### src/mafl_pkg.sv
// Shared constants, lookup tables and the item type for the MPEG audio frame length block.
package mafl_pkg;

    localparam logic [31:0] SYNC_MASK = 32'hFFE0_0000;

    localparam logic [1:0] VER_25  = 2'b00;
    localparam logic [1:0] VER_RSV = 2'b01;
    localparam logic [1:0] VER_2   = 2'b10;
    localparam logic [1:0] VER_1   = 2'b11;

    localparam logic [1:0] LAY_RSV = 2'b00;
    localparam logic [1:0] LAY_3   = 2'b01;
    localparam logic [1:0] LAY_2   = 2'b10;
    localparam logic [1:0] LAY_1   = 2'b11;

    localparam logic [10:0] SPF_384  = 11'd384;
    localparam logic [10:0] SPF_576  = 11'd576;
    localparam logic [10:0] SPF_1152 = 11'd1152;

    // Numerator scale factors: 12000 for layer I, 125 times samples otherwise.
    localparam logic [17:0] FACTOR_L1   = 18'd12000;
    localparam logic [17:0] FACTOR_576  = 18'd72000;
    localparam logic [17:0] FACTOR_1152 = 18'd144000;

    localparam int NUM_W = 26;
    localparam int QUO_W = 12;
    localparam int REM_W = 16;
    localparam int OUT_W = 48;

    localparam logic [8:0] KBPS_V1_L1 [16] = '{9'd0, 9'd32, 9'd64, 9'd96, 9'd128, 9'd160,
        9'd192, 9'd224, 9'd256, 9'd288, 9'd320, 9'd352, 9'd384, 9'd416, 9'd448, 9'd0};
    localparam logic [8:0] KBPS_V1_L2 [16] = '{9'd0, 9'd32, 9'd48, 9'd56, 9'd64, 9'd80,
        9'd96, 9'd112, 9'd128, 9'd160, 9'd192, 9'd224, 9'd256, 9'd320, 9'd384, 9'd0};
    localparam logic [8:0] KBPS_V1_L3 [16] = '{9'd0, 9'd32, 9'd40, 9'd48, 9'd56, 9'd64,
        9'd80, 9'd96, 9'd112, 9'd128, 9'd160, 9'd192, 9'd224, 9'd256, 9'd320, 9'd0};
    localparam logic [8:0] KBPS_V2_L1 [16] = '{9'd0, 9'd32, 9'd48, 9'd56, 9'd64, 9'd80,
        9'd96, 9'd112, 9'd128, 9'd144, 9'd160, 9'd176, 9'd192, 9'd224, 9'd256, 9'd0};
    localparam logic [8:0] KBPS_V2_L23 [16] = '{9'd0, 9'd8, 9'd16, 9'd24, 9'd32, 9'd40,
        9'd48, 9'd56, 9'd64, 9'd80, 9'd96, 9'd112, 9'd128, 9'd144, 9'd160, 9'd0};

    typedef struct packed {
        logic              valid_res;
        logic              layer1;
        logic              pad;
        logic [NUM_W-1:0]  num;
        logic [15:0]       rate;
        logic [8:0]        kbps;
        logic [10:0]       spf;
    } item_t;

    function automatic logic [8:0] kbps_lookup(logic [1:0] ver, logic [1:0] lay,
                                               logic [3:0] bri);
        logic [8:0] k;
        if (ver == VER_1) begin
            if (lay == LAY_1) begin
                k = KBPS_V1_L1[bri];
            end else if (lay == LAY_2) begin
                k = KBPS_V1_L2[bri];
            end else begin
                k = KBPS_V1_L3[bri];
            end
        end else if (lay == LAY_1) begin
            k = KBPS_V2_L1[bri];
        end else begin
            k = KBPS_V2_L23[bri];
        end
        return k;
    endfunction

    function automatic logic [15:0] rate_lookup(logic [1:0] ver, logic [1:0] sri);
        logic [15:0] r;
        r = 16'd0;
        unique case (ver)
            VER_25: begin
                unique case (sri)
                    2'd0:    r = 16'd11025;
                    2'd1:    r = 16'd12000;
                    2'd2:    r = 16'd8000;
                    default: r = 16'd0;
                endcase
            end
            VER_2: begin
                unique case (sri)
                    2'd0:    r = 16'd22050;
                    2'd1:    r = 16'd24000;
                    2'd2:    r = 16'd16000;
                    default: r = 16'd0;
                endcase
            end
            VER_1: begin
                unique case (sri)
                    2'd0:    r = 16'd44100;
                    2'd1:    r = 16'd48000;
                    2'd2:    r = 16'd32000;
                    default: r = 16'd0;
                endcase
            end
            default: r = 16'd0;
        endcase
        return r;
    endfunction

endpackage

### src/mafl_front.sv
// Front end: accepts header items, decodes and checks the fields, forms the numerator.
module mafl_front (
    input  logic                 aclk,
    input  logic                 aresetn,
    input  logic                 s_tvalid,
    output logic                 s_tready,
    input  logic [31:0]          s_tdata,   // header_word
    output logic                 q_valid,
    input  logic                 q_ready,
    output mafl_pkg::item_t      q_item
);
    import mafl_pkg::*;

    typedef struct packed {
        logic        valid_res;
        logic        layer1;
        logic        pad;
        logic [17:0] factor;
        logic [15:0] rate;
        logic [8:0]  kbps;
        logic [10:0] spf;
    } front_t;

    front_t      dec;
    front_t      f_reg;
    logic        f_vld_reg;
    logic [1:0]  ver;
    logic [1:0]  lay;
    logic [3:0]  bri;
    logic [1:0]  sri;
    logic [8:0]  kbps;
    logic [15:0] rate;
    logic        ok;
    logic [26:0] prod;
    logic        accept;

    always_comb begin
        ver  = s_tdata[20:19];
        lay  = s_tdata[18:17];
        bri  = s_tdata[15:12];
        sri  = s_tdata[11:10];
        kbps = kbps_lookup(ver, lay, bri);
        rate = rate_lookup(ver, sri);
        ok   = ((s_tdata & SYNC_MASK) == SYNC_MASK) && (ver != VER_RSV) &&
               (lay != LAY_RSV) && (kbps != 9'd0) && (rate != 16'd0);
        dec  = '0;
        if (ok) begin
            dec.valid_res = 1'b1;
            dec.layer1    = (lay == LAY_1);
            dec.pad       = s_tdata[9];
            dec.rate      = rate;
            dec.kbps      = kbps;
            if (lay == LAY_1) begin
                dec.spf    = SPF_384;
                dec.factor = FACTOR_L1;
            end else if ((lay == LAY_2) || (ver == VER_1)) begin
                dec.spf    = SPF_1152;
                dec.factor = FACTOR_1152;
            end else begin
                dec.spf    = SPF_576;
                dec.factor = FACTOR_576;
            end
        end
    end

    assign s_tready = !f_vld_reg || q_ready;
    assign accept   = s_tvalid && s_tready;

    assign prod = {18'd0, f_reg.kbps} * {9'd0, f_reg.factor};

    always_comb begin
        q_valid          = f_vld_reg;
        q_item.valid_res = f_reg.valid_res;
        q_item.layer1    = f_reg.layer1;
        q_item.pad       = f_reg.pad;
        q_item.num       = prod[NUM_W-1:0];
        q_item.rate      = f_reg.rate;
        q_item.kbps      = f_reg.kbps;
        q_item.spf       = f_reg.spf;
    end

    always_ff @(posedge aclk) begin
        if (!aresetn) begin
            f_vld_reg <= 1'b0;
        end else begin
            if (accept) begin
                f_vld_reg <= 1'b1;
                f_reg     <= dec;
            end else if (q_ready) begin
                f_vld_reg <= 1'b0;
            end
        end
    end

endmodule

### src/mafl_queue.sv
// Two-entry queue that decouples the decoding front end from the divider back end.
module mafl_queue (
    input  logic             aclk,
    input  logic             aresetn,
    input  logic             in_valid,
    output logic             in_ready,
    input  mafl_pkg::item_t  in_item,
    output logic             out_valid,
    input  logic             out_pop,
    output mafl_pkg::item_t  out_item
);
    import mafl_pkg::*;

    item_t      ent_reg [2];
    logic       wr_ptr_reg;
    logic       rd_ptr_reg;
    logic [1:0] cnt_reg;
    logic [1:0] cnt_next;
    logic       push;
    logic       pop;

    assign in_ready  = (cnt_reg != 2'd2);
    assign out_valid = (cnt_reg != 2'd0);
    assign out_item  = ent_reg[rd_ptr_reg];
    assign push      = in_valid && in_ready;
    assign pop       = out_pop && out_valid;

    always_comb begin
        cnt_next = cnt_reg;
        if (push && !pop) begin
            cnt_next = cnt_reg + 2'd1;
        end else if (pop && !push) begin
            cnt_next = cnt_reg - 2'd1;
        end
    end

    always_ff @(posedge aclk) begin
        if (!aresetn) begin
            wr_ptr_reg <= 1'b0;
            rd_ptr_reg <= 1'b0;
            cnt_reg    <= 2'd0;
        end else begin
            if (push) begin
                ent_reg[wr_ptr_reg] <= in_item;
                wr_ptr_reg          <= !wr_ptr_reg;
            end
            if (pop) begin
                rd_ptr_reg <= !rd_ptr_reg;
            end
            cnt_reg <= cnt_next;
        end
    end

endmodule

### src/mafl_back.sv
// Back end: stallable radix-2 divider, 3 quotient bits per cycle, length format, output register.
module mafl_back (
    input  logic                        aclk,
    input  logic                        aresetn,
    input  logic                        q_valid,
    output logic                        q_pop,
    input  mafl_pkg::item_t             q_item,
    output logic                        m_tvalid,
    input  logic                        m_tready,
    output logic [mafl_pkg::OUT_W-1:0]  m_tdata
);
    import mafl_pkg::*;

    item_t            cur_reg;
    logic             busy_reg;
    logic [1:0]       cnt_reg;
    logic [REM_W-1:0] rem_reg;
    logic [QUO_W-1:0] qn_reg;
    logic             m_tvalid_reg;
    logic [OUT_W-1:0] m_tdata_reg;

    logic             out_free;
    logic             last;
    logic             step;
    logic             finish;
    logic             load;
    logic [REM_W-1:0] rem_next;
    logic [QUO_W-1:0] qn_next;
    logic [REM_W:0]   trial;
    logic [11:0]      sum;
    logic [10:0]      len;
    logic [OUT_W-1:0] res;

    assign out_free = !m_tvalid_reg || m_tready;
    assign last     = (cnt_reg == 2'd3);
    assign step     = busy_reg && (!last || out_free);
    assign finish   = step && last;
    assign load     = (!busy_reg || finish) && q_valid;
    assign q_pop    = load;

    always_comb begin
        rem_next = rem_reg;
        qn_next  = qn_reg;
        trial    = '0;
        for (int i = 0; i < 3; i++) begin
            trial   = {rem_next, qn_next[QUO_W-1]};
            qn_next = {qn_next[QUO_W-2:0], 1'b0};
            if (trial >= {1'b0, cur_reg.rate}) begin
                trial      = trial - {1'b0, cur_reg.rate};
                qn_next[0] = 1'b1;
            end
            rem_next = trial[REM_W-1:0];
        end
    end

    always_comb begin
        sum = {1'b0, qn_next[10:0]} + {11'd0, cur_reg.pad};
        if (!cur_reg.valid_res) begin
            len = 11'd0;
        end else if (cur_reg.layer1) begin
            len = {sum[8:0], 2'b00};
        end else begin
            len = sum[10:0];
        end
        res = {cur_reg.spf, cur_reg.rate, cur_reg.kbps, len, cur_reg.valid_res};
    end

    assign m_tvalid = m_tvalid_reg;
    assign m_tdata  = m_tdata_reg;

    always_ff @(posedge aclk) begin
        if (!aresetn) begin
            busy_reg     <= 1'b0;
            cnt_reg      <= 2'd0;
            m_tvalid_reg <= 1'b0;
        end else begin
            if (finish) begin
                m_tvalid_reg <= 1'b1;
                m_tdata_reg  <= res;
            end else if (m_tready) begin
                m_tvalid_reg <= 1'b0;
            end
            if (load) begin
                busy_reg <= 1'b1;
                cnt_reg  <= 2'd0;
                rem_reg  <= {2'b00, q_item.num[NUM_W-1:QUO_W]};
                qn_reg   <= q_item.num[QUO_W-1:0];
                cur_reg  <= q_item;
            end else begin
                if (step) begin
                    rem_reg <= rem_next;
                    qn_reg  <= qn_next;
                    cnt_reg <= cnt_reg + 2'd1;
                end
                if (finish) begin
                    busy_reg <= 1'b0;
                end
            end
        end
    end

endmodule

### src/mpeg_audio_frame_length.sv
// Top level of the MPEG audio frame header decoder that reports the frame length.
// Path: front register, queue, divider steps, output register. The divider takes a new
// item only when idle or finishing the last one, retiring 3 quotient bits per cycle over
// 12 bits unless stalled; front end and queue accept an item every cycle until full.
// Reset: synchronous active-low aresetn empties the front register, queue and divider
// and drops m_tvalid; there is no stored state beyond the items in flight.
module mpeg_audio_frame_length (
    input  logic                        aclk,
    input  logic                        aresetn,
    input  logic                        s_tvalid,
    output logic                        s_tready,
    input  logic [31:0]                 s_tdata,   // header_word
    output logic                        m_tvalid,
    input  logic                        m_tready,
    // valid_res, frame_bytes, bitrate_kbps, sample_rate_hz, samples_per_frame
    output logic [mafl_pkg::OUT_W-1:0]  m_tdata
);
    import mafl_pkg::*;

    logic  fq_valid;
    logic  fq_ready;
    item_t fq_item;
    logic  qb_valid;
    logic  qb_pop;
    item_t qb_item;

    mafl_front u_front (
        .aclk     (aclk),
        .aresetn  (aresetn),
        .s_tvalid (s_tvalid),
        .s_tready (s_tready),
        .s_tdata  (s_tdata),
        .q_valid  (fq_valid),
        .q_ready  (fq_ready),
        .q_item   (fq_item)
    );

    mafl_queue u_queue (
        .aclk      (aclk),
        .aresetn   (aresetn),
        .in_valid  (fq_valid),
        .in_ready  (fq_ready),
        .in_item   (fq_item),
        .out_valid (qb_valid),
        .out_pop   (qb_pop),
        .out_item  (qb_item)
    );

    mafl_back u_back (
        .aclk     (aclk),
        .aresetn  (aresetn),
        .q_valid  (qb_valid),
        .q_pop    (qb_pop),
        .q_item   (qb_item),
        .m_tvalid (m_tvalid),
        .m_tready (m_tready),
        .m_tdata  (m_tdata)
    );

endmodule

### config.mk
export PLATFORM = sky130hd
export DESIGN_NAME = mpeg_audio_frame_length
export DESIGN_NICKNAME = d
export VERILOG_FILES = /design/src/mafl_pkg.sv /design/src/mafl_front.sv /design/src/mafl_queue.sv /design/src/mafl_back.sv /design/src/mpeg_audio_frame_length.sv
export SDC_FILE = /design/constraint.sdc
export NUM_CORES = 1
export LEC_CHECK = 0
export ABC_AREA = 1
export BUFFER_PORTS_ARGS = -buffer_cell sky130_fd_sc_hd__buf_4
export CAP_MARGIN = 5
export CORE_MARGIN = 5
export CORE_UTILIZATION = 44
export DETAILED_ROUTE_END_ITERATION = 10
export GPL_TIMING_DRIVEN = 0
export PLACE_DENSITY_LB_ADDON = 0.3
export SYNTH_ARGS = -nofsm -noshare
export SYNTH_HDL_FRONTEND = slang
export SYNTH_SLANG_ARGS = --single-unit
### constraint.sdc
create_clock -name aclk -period 6.9 [get_ports aclk]
set_input_delay 0.345 -clock aclk [delete_from_list [all_inputs] [get_ports aclk]]
set_output_delay 0.345 -clock aclk [all_outputs]
set_load 0.05 [all_outputs]
## Word level (Yosys, flattened, before mapping)

Memories as Yosys holds them, arrays and structs flattened. A register that Yosys moved wholly into a read port is not among the register bits.
Cells that the tools add are included.
W data, S select, Z words.

- Register bits after elaboration: 181
- Memory bits (writable): 130
- Bits in read-only memories: 720
- Input bits: 36
- Output and inout bits: 50
- Logic and storage cells: 150
- Memories: 6

Memory list:

| name | depth | width | read ports | clocked after Yosys merged registers in | write ports | RTL line | source |
|---|---|---|---|---|---|---|---|
| (name not given) | 16 | 9 | 1 | 0 | 0 | mafl_pkg.sv:56 | `k = KBPS_V1_L1[bri];` |
| (name not given) | 16 | 9 | 1 | 0 | 0 | mafl_pkg.sv:58 | `k = KBPS_V1_L2[bri];` |
| (name not given) | 16 | 9 | 1 | 0 | 0 | mafl_pkg.sv:60 | `k = KBPS_V1_L3[bri];` |
| (name not given) | 16 | 9 | 1 | 0 | 0 | mafl_pkg.sv:63 | `k = KBPS_V2_L1[bri];` |
| (name not given) | 16 | 9 | 1 | 0 | 0 | mafl_pkg.sv:65 | `k = KBPS_V2_L23[bri];` |
| u_queue.ent_reg | 2 | 65 | 1 | 1 | 1 | mafl_queue.sv:14 | `item_t ent_reg [2];` |

- $add $sub $neg: 7
- $mul: 1
- Order comparisons: 4
- Eq/ne operators: 10
- Muxes and demuxes: 47
- Bitwise operators: 4
- Reduce and logical (&&, ||, !) cells: 43

Operators with widths:

| kind | count |
|---|---|
| $mux W9 | 14 |
| $pmux W16 S3 | 2 |
| $mux W16 | 4 |
| $mux W57 | 1 |
| $ge A17 B16 Y1 | 3 |
| $sub A16 B16 Y16 | 3 |
| $pmux W15 S3 | 1 |
| $pmux W14 S3 | 1 |
| $mux W18 | 2 |
| $mux W11 | 3 |
| $mul A9 B18 Y26 | 1 |
| $mux W12 | 2 |
| $reduce_bool A16 Y1 | 1 |
| $mux W1 | 14 |
| $mux W14 | 1 |
| $reduce_bool A2 Y1 | 7 |
| $eq A2 B2 Y1 const B | 6 |
| $logic_and A1 B1 Y1 | 12 |
| $add A11 B1 Y11 | 1 |
| $eq A11 B11 Y1 const B | 1 |
| $reduce_bool A9 Y1 | 1 |
| $logic_not A1 Y1 | 8 |
| $reduce_and A2 Y1 | 4 |
| $reduce_or A2 Y1 | 3 |
| 11 further kinds | 20 |

## Logic depth before layout (Yosys ltp)

- Word-level depth: 12
- Depth in mapped cells: 49
- Gate-level depth less buffers: 49

## Cells and area by module

Synthesis repeated with hierarchy kept, for this count alone.

- Cell total of the unflattened synthesis: 1,692
- Area total of the unflattened synthesis: 17,065.1 um^2

By module, submodules not included:

| module | instances | cells each | area an instance (um^2) | seq. area each (um^2) |
|---|---|---|---|---|
| mafl_back | 1 | 872 | 7,499.7 | 3,533.4 |
| mafl_queue | 1 | 240 | 5,141.2 | 4,003.8 |
| mafl_front | 1 | 580 | 4,424.2 | 860.8 |

## Worst setup path after synthesis

No wires, ideal clock.

- Path kind: flip-flop to flip-flop
- Start point: register u_back.cur_reg[24] (netlist bit)
- End point: register u_back.m_tdata_reg[11], in the netlist u_back.m_tdata[11], data pin
- Library setup time: 0.265 ns
- Arrival: 5.968 ns
- Required time: 6.635 ns
- Slack: 0.667 ns
- Cell stages (with the launch flop): 44
- Buffers on the path: 2
- Clock period less this slack: 6.233 ns
- Path through: edfxtp_1 > inv_1 > ha_1 > inv_1 > nor2_1 > nand2_1 > nand2_1 > nand2_1 > nand3_2 > nand2_2 > nand2_2 > inv_2 > clkbuf_1 > o21ai_0 > ha_1 > nand2_1 > nor4_1 > nand3_1 > (+8 left out) > nand2_1 > nor2_1 > nand2_1 > inv_1 > nand4_2 > nand3b_4 > nor2_4 > a21oi_1 > ha_1 > ha_1 > nand2_1 > nor4_1 > inv_1 > nor2_1 > inv_1 > nor2_1 > xor2_1 > o22ai_1

- Longest elaborated chain between the ends: 8
- Elaborated cells between the ends (all ways): 12
- Classes of those cells: add/sub (3); order compare (3); mux (6)

RTL lines:

| element | RTL line | source |
|---|---|---|
| from (decl) | mafl_back.sv:14 | `item_t cur_reg;` |
| from (signal assigned) | mafl_back.sv:88 | `cur_reg <= q_item;` |
| $sub A16 B16 Y16 or $ge A17 B16 Y1 (tied branches) | mafl_back.sv:49, mafl_back.sv:48 |  |
| $mux W16 | mafl_back.sv:48 | `if (trial >= {1'b0, cur_reg.rate}) begin` |
| $sub A16 B16 Y16 or $ge A17 B16 Y1 (tied branches) | mafl_back.sv:49, mafl_back.sv:48 |  |
| $mux W16 | mafl_back.sv:48 |  |
| $ge A17 B16 Y1 (*) | mafl_back.sv:48 |  |
| $mux W1 (*) | mafl_back.sv:48 |  |
| via u_back.qn_next[0] | mafl_back.sv:28 | `logic [QUO_W-1:0] qn_next;` |
| $add A11 B1 Y11 (*) | mafl_back.sv:57 | `sum = {1'b0, qn_next[10:0]} + {11'd0, cur_reg.pad};` |
| $mux W11 (*) | mafl_back.sv:60 | `end else if (cur_reg.layer1) begin` |
| to (signal assigned) | mafl_back.sv:79 | `m_tdata_reg <= res;` |
| to (decl) | mafl_back.sv:20 | `logic [OUT_W-1:0] m_tdata_reg;` |

The timed path passes the listed nets; every way through them passes the cells marked *.
A chain may end at the register's enable or synchronous reset.

## Worst setup path after layout

- Start point: register u_back.cur_reg[24] (netlist bit)
- End point: register u_back.m_tdata_reg[10], in the netlist u_back.m_tdata[10], data pin

The elaborated chain is that of the path after synthesis.

==> impl_metrics.py <==
metrics = {
    "sta": {
        "hold_viol": 0,
        "post-route-period-util_pct": 96.2,
        "slew-limit-headroom_pct": 21.4,
        "tightest_slew_ns": 1.18,
        "fin_worst_skew_ns": 0.0104,
        "maxSlewViolCount": 0,
        "finalSetupViolations": 0,
        "min_period_ns": 6.63,
        "whs_ns": 0.0567,
        "max_freq_mhz": 151,
    },
    "clock_tree": {
        "clk_pin_slew_worst_paths_ns": 0.06,
        "cts_buffers": 23,
        "clk_latency_ns": 0.50,
        "clock_sinks": 216,
        "cts_tree": "built",
        "cts_root_buffer": "clkbuf_16",
        "cts_max_level": 1,
        "hold_buffers": 0,
        "clockBufferDepth": 3,
    },
    "drt": {
        "wirelength_um": 34100,
        "vias": 10200,
        "drc": 0,
        "ant_nets": 0,
        "drtIter0Drc": 663,
        "avgRoutedWirePerCell_um": 17.5,
        "drt-pass1-iter-count": 5,
        "vias_per_cell": 5.25,
    },
    "critical_path": {
        "cpMaxStageDelayCell": "edfxtp_1",
        "reg2reg_depth": 39,
        "cp-start-kind": "register",
        "cp.required_ns": 7.15,
        "worst-path-stages": 39,
        "slowest_delay_ns": 0.45,
        "r2r_slack_ns": 0.27,
        "setup.worst_path.start": "u_back.cur_reg[24]$_DFFE_PP_",
        "crit_fanout": 6,
        "crit_path_end": "u_back.m_tdata[10]$_SDFFCE_PN0P_",
        "crit_type": "reg2reg",
        "critPathArrivalTime_ns": 6.88,
        "crit_top_cell": "nand2_1",
        "end_kind": "register",
        "rr_endpoint": "u_back.m_tdata[10]$_SDFFCE_PN0P_",
        "reg2reg_from": "u_back.cur_reg[24]$_DFFE_PP_",
        "cp.buffers_inverters": 7,
        "critPathTopFamily": "simple AND/OR/NAND/NOR gates",
    },
    "layout": {
        "nNetsFinal": 1714,
        "layout_common_cells": "248 x nand2_1, 206 x edfxtp_1, 172 x inv_1",
        "fillers": 2697,
        "final_common_cell": "nand2_1",
        "fin_cells": 1951,
        "largest_register_ffs": 88,
        "final_layout_size_suffix_gt1_share_pct": 24.1,
        "syn_to_final_growth_pct": 22.0,
        "num_antenna_cells": 0,
    },
    "synth": {
        "syn_inst": 1383,
        "postSynthAreaPerCell_um2": 9.87,
        "synth-seq-cells": 216,
        "synth.distinct_cells": 61,
        "yosysSeqAreaShare_pct": 46.8,
        "synth-edff-count": 206,
        "async_flop_share_pct": 0,
        "syn_area_um2": 13600,
        "synth_flop_cell": "edfxtp_1",
        "yosys_warnings": 0,
    },
    "grt": {
        "grt_max_degree": 31,
        "grt_pass1_wl_um": 53300,
        "antenna_found_initial": 0,
        "grt-ovfl-total": 0,
        "grt_use_total_pct": 19.2,
        "grt_pass1_vias": 10300,
    },
    "worst_hold_path": {
        "hold_depth": 3,
        "hp-class": "in2reg",
    },
    "floorplan": {
        "num_rows": 64,
        "start_util_pct": 44.6,
        "core_um2": 30600,
        "ioPinCount": 86,
        "dieArea_um2": 34600,
        "die_y_um": 186,
        "dieWidth_um": 186,
    },
    "outcome": {
        "status": "finished, final reports clean",
    },
    "placed_design": {
        "place_inst": 1860,
        "gp_congestion": 0.942,
        "portBuffers": 65,
        "hpwl_um": 25200,
    },
    "flow_run": {
        "max-cap-violations": 0,
    },
}
[worst reg2reg max path: cells and delay by family, from the launching register on]
kind	cells	cell delay, ns
AOI/OAI and AO/OA	8	1.19
and+or+nand+nor	19	2.45
buffers and inverters	7	0.90
xor gates and xnor gates	1	0.27
adders and majority gates	4	1.13
DFF	1	0.45
[worst min path at each step]
stage,from,endpoint,slack [ns]
2_1_floorplan,u_back.cur_reg[14]$_DFFE_PP_,u_back.m_tdata[15]$_DFFE_PP_,0.40
3_3_place_gp,u_back.cur_reg[19]$_DFFE_PP_,u_back.m_tdata[20]$_DFFE_PP_,0.41
3_5_place_dp,u_back.cur_reg[9]$_DFFE_PP_,u_back.m_tdata[46]$_DFFE_PP_,0.41
4_1_cts,s_tvalid,u_front.q_valid$_SDFFE_PN0P_,0.04
5_1_grt,s_tvalid,u_front.q_valid$_SDFFE_PN0P_,0.05
6_report,s_tvalid,u_front.q_valid$_SDFFE_PN0P_,0.06
[synth_stat cells (all sizes together) (2+ instances only)]
cell / n / area (µm²)
o21bai: 3 / 37.5
dfxtp: 10 / 200
nand4: 9 / 62.6
nand3: 67 / 363
o211ai: 6 / 45.0
nor2: 116 / 458
and3: 2 / 12.5
a21oi: 66 / 334
or2: 7 / 43.8
a221oi: 7 / 61.3
xnor2: 21 / 184
and2: 2 / 15.0
nor3: 7 / 35.0
nor4: 6 / 43.8
a21o: 3 / 22.5
fa: 36 / 721
a31oi: 4 / 25.0
inv: 195 / 732
o21a: 4 / 30.0
a211oi: 6 / 45.0
o31ai: 2 / 15.0
o21ai: 79 / 395
clkinv: 3 / 12.5
nand3b: 7 / 65.1
buf: 17 / 125
o2111ai: 2 / 17.5
ha: 104 / 1300
o311ai: 2 / 17.5
o22ai: 11 / 68.8
mux2: 40 / 450
clkbuf: 18 / 67.6
edfxtp: 206 / 6190
nand2: 277 / 1120
xor2: 31 / 272
[what timing repair did]
item / 4_1_cts / 5_1_grt
setup buffers: 24 / 24
pin swaps: 24 / 37
endpoints found under the setup margin: 27 / 7
cloned: 0 / 1
gates resized for setup: 103 / 84
[logic make-up (layout without fill, tap and decap cells)]
logic type / count (synthesis) / in the layout / synth area share [%]
and+or+nand+nor: 500 / 500 / 16.3
buffers and inverters: 233 / 396 / 6.87
DFF: 216 / 216 / 46.8
AOI/OAI and AO/OA: 201 / 201 / 8.55
adders and majority gates: 140 / 140 / 14.8
xor gates and xnor gates: 52 / 52 / 3.34
muxes: 40 / 40 / 3.30
other: 1 / 10 / 0.0275
[per-layer routing]
layer / wire length [µm] / GRT usage, % / vias to the layer above
met3: 1500 / 1.90 / 68
met5: 0 / 0 / -
met4: 1100 / 5.71 / 0
li1: - / - / 4993
met1: 14400 / 24.8 / 4869
met2: 17100 / 34.3 / 305
[stage by stage]
stage	worst slack (ns)	util (%)	setup TNS, ns	instance area, µm²
floorplan	0.667	-	0	13700
CTS	0.00537	52.5	0	16000
detailed placement	-1.34	48.4	-11.38	14800
global route	-0.0569	54.4	-0.154	16700
finish	0.266	54.4	0	16700
global placement	-1.37	47.9	-13.01	14700
[area by class of cell]
class | instances | area (µm²) | share of cell area [%]
well taps | 396 | 495 | 2.98
inverters | 198 | 758 | 4.55
multi-input cells | 943 | 7050 | 42.3
flip-flops and latches | 216 | 6390 | 38.3
plain buffers | 35 | 249 | 1.50
repair buffers | 121 | 976 | 5.86
clock buffers | 28 | 594 | 3.57
clock inverters | 14 | 144 | 0.864
Power is left out: the tool's default activity adds up to more than one toggle a clock period on the data nets, which glitch-free logic cannot reach.
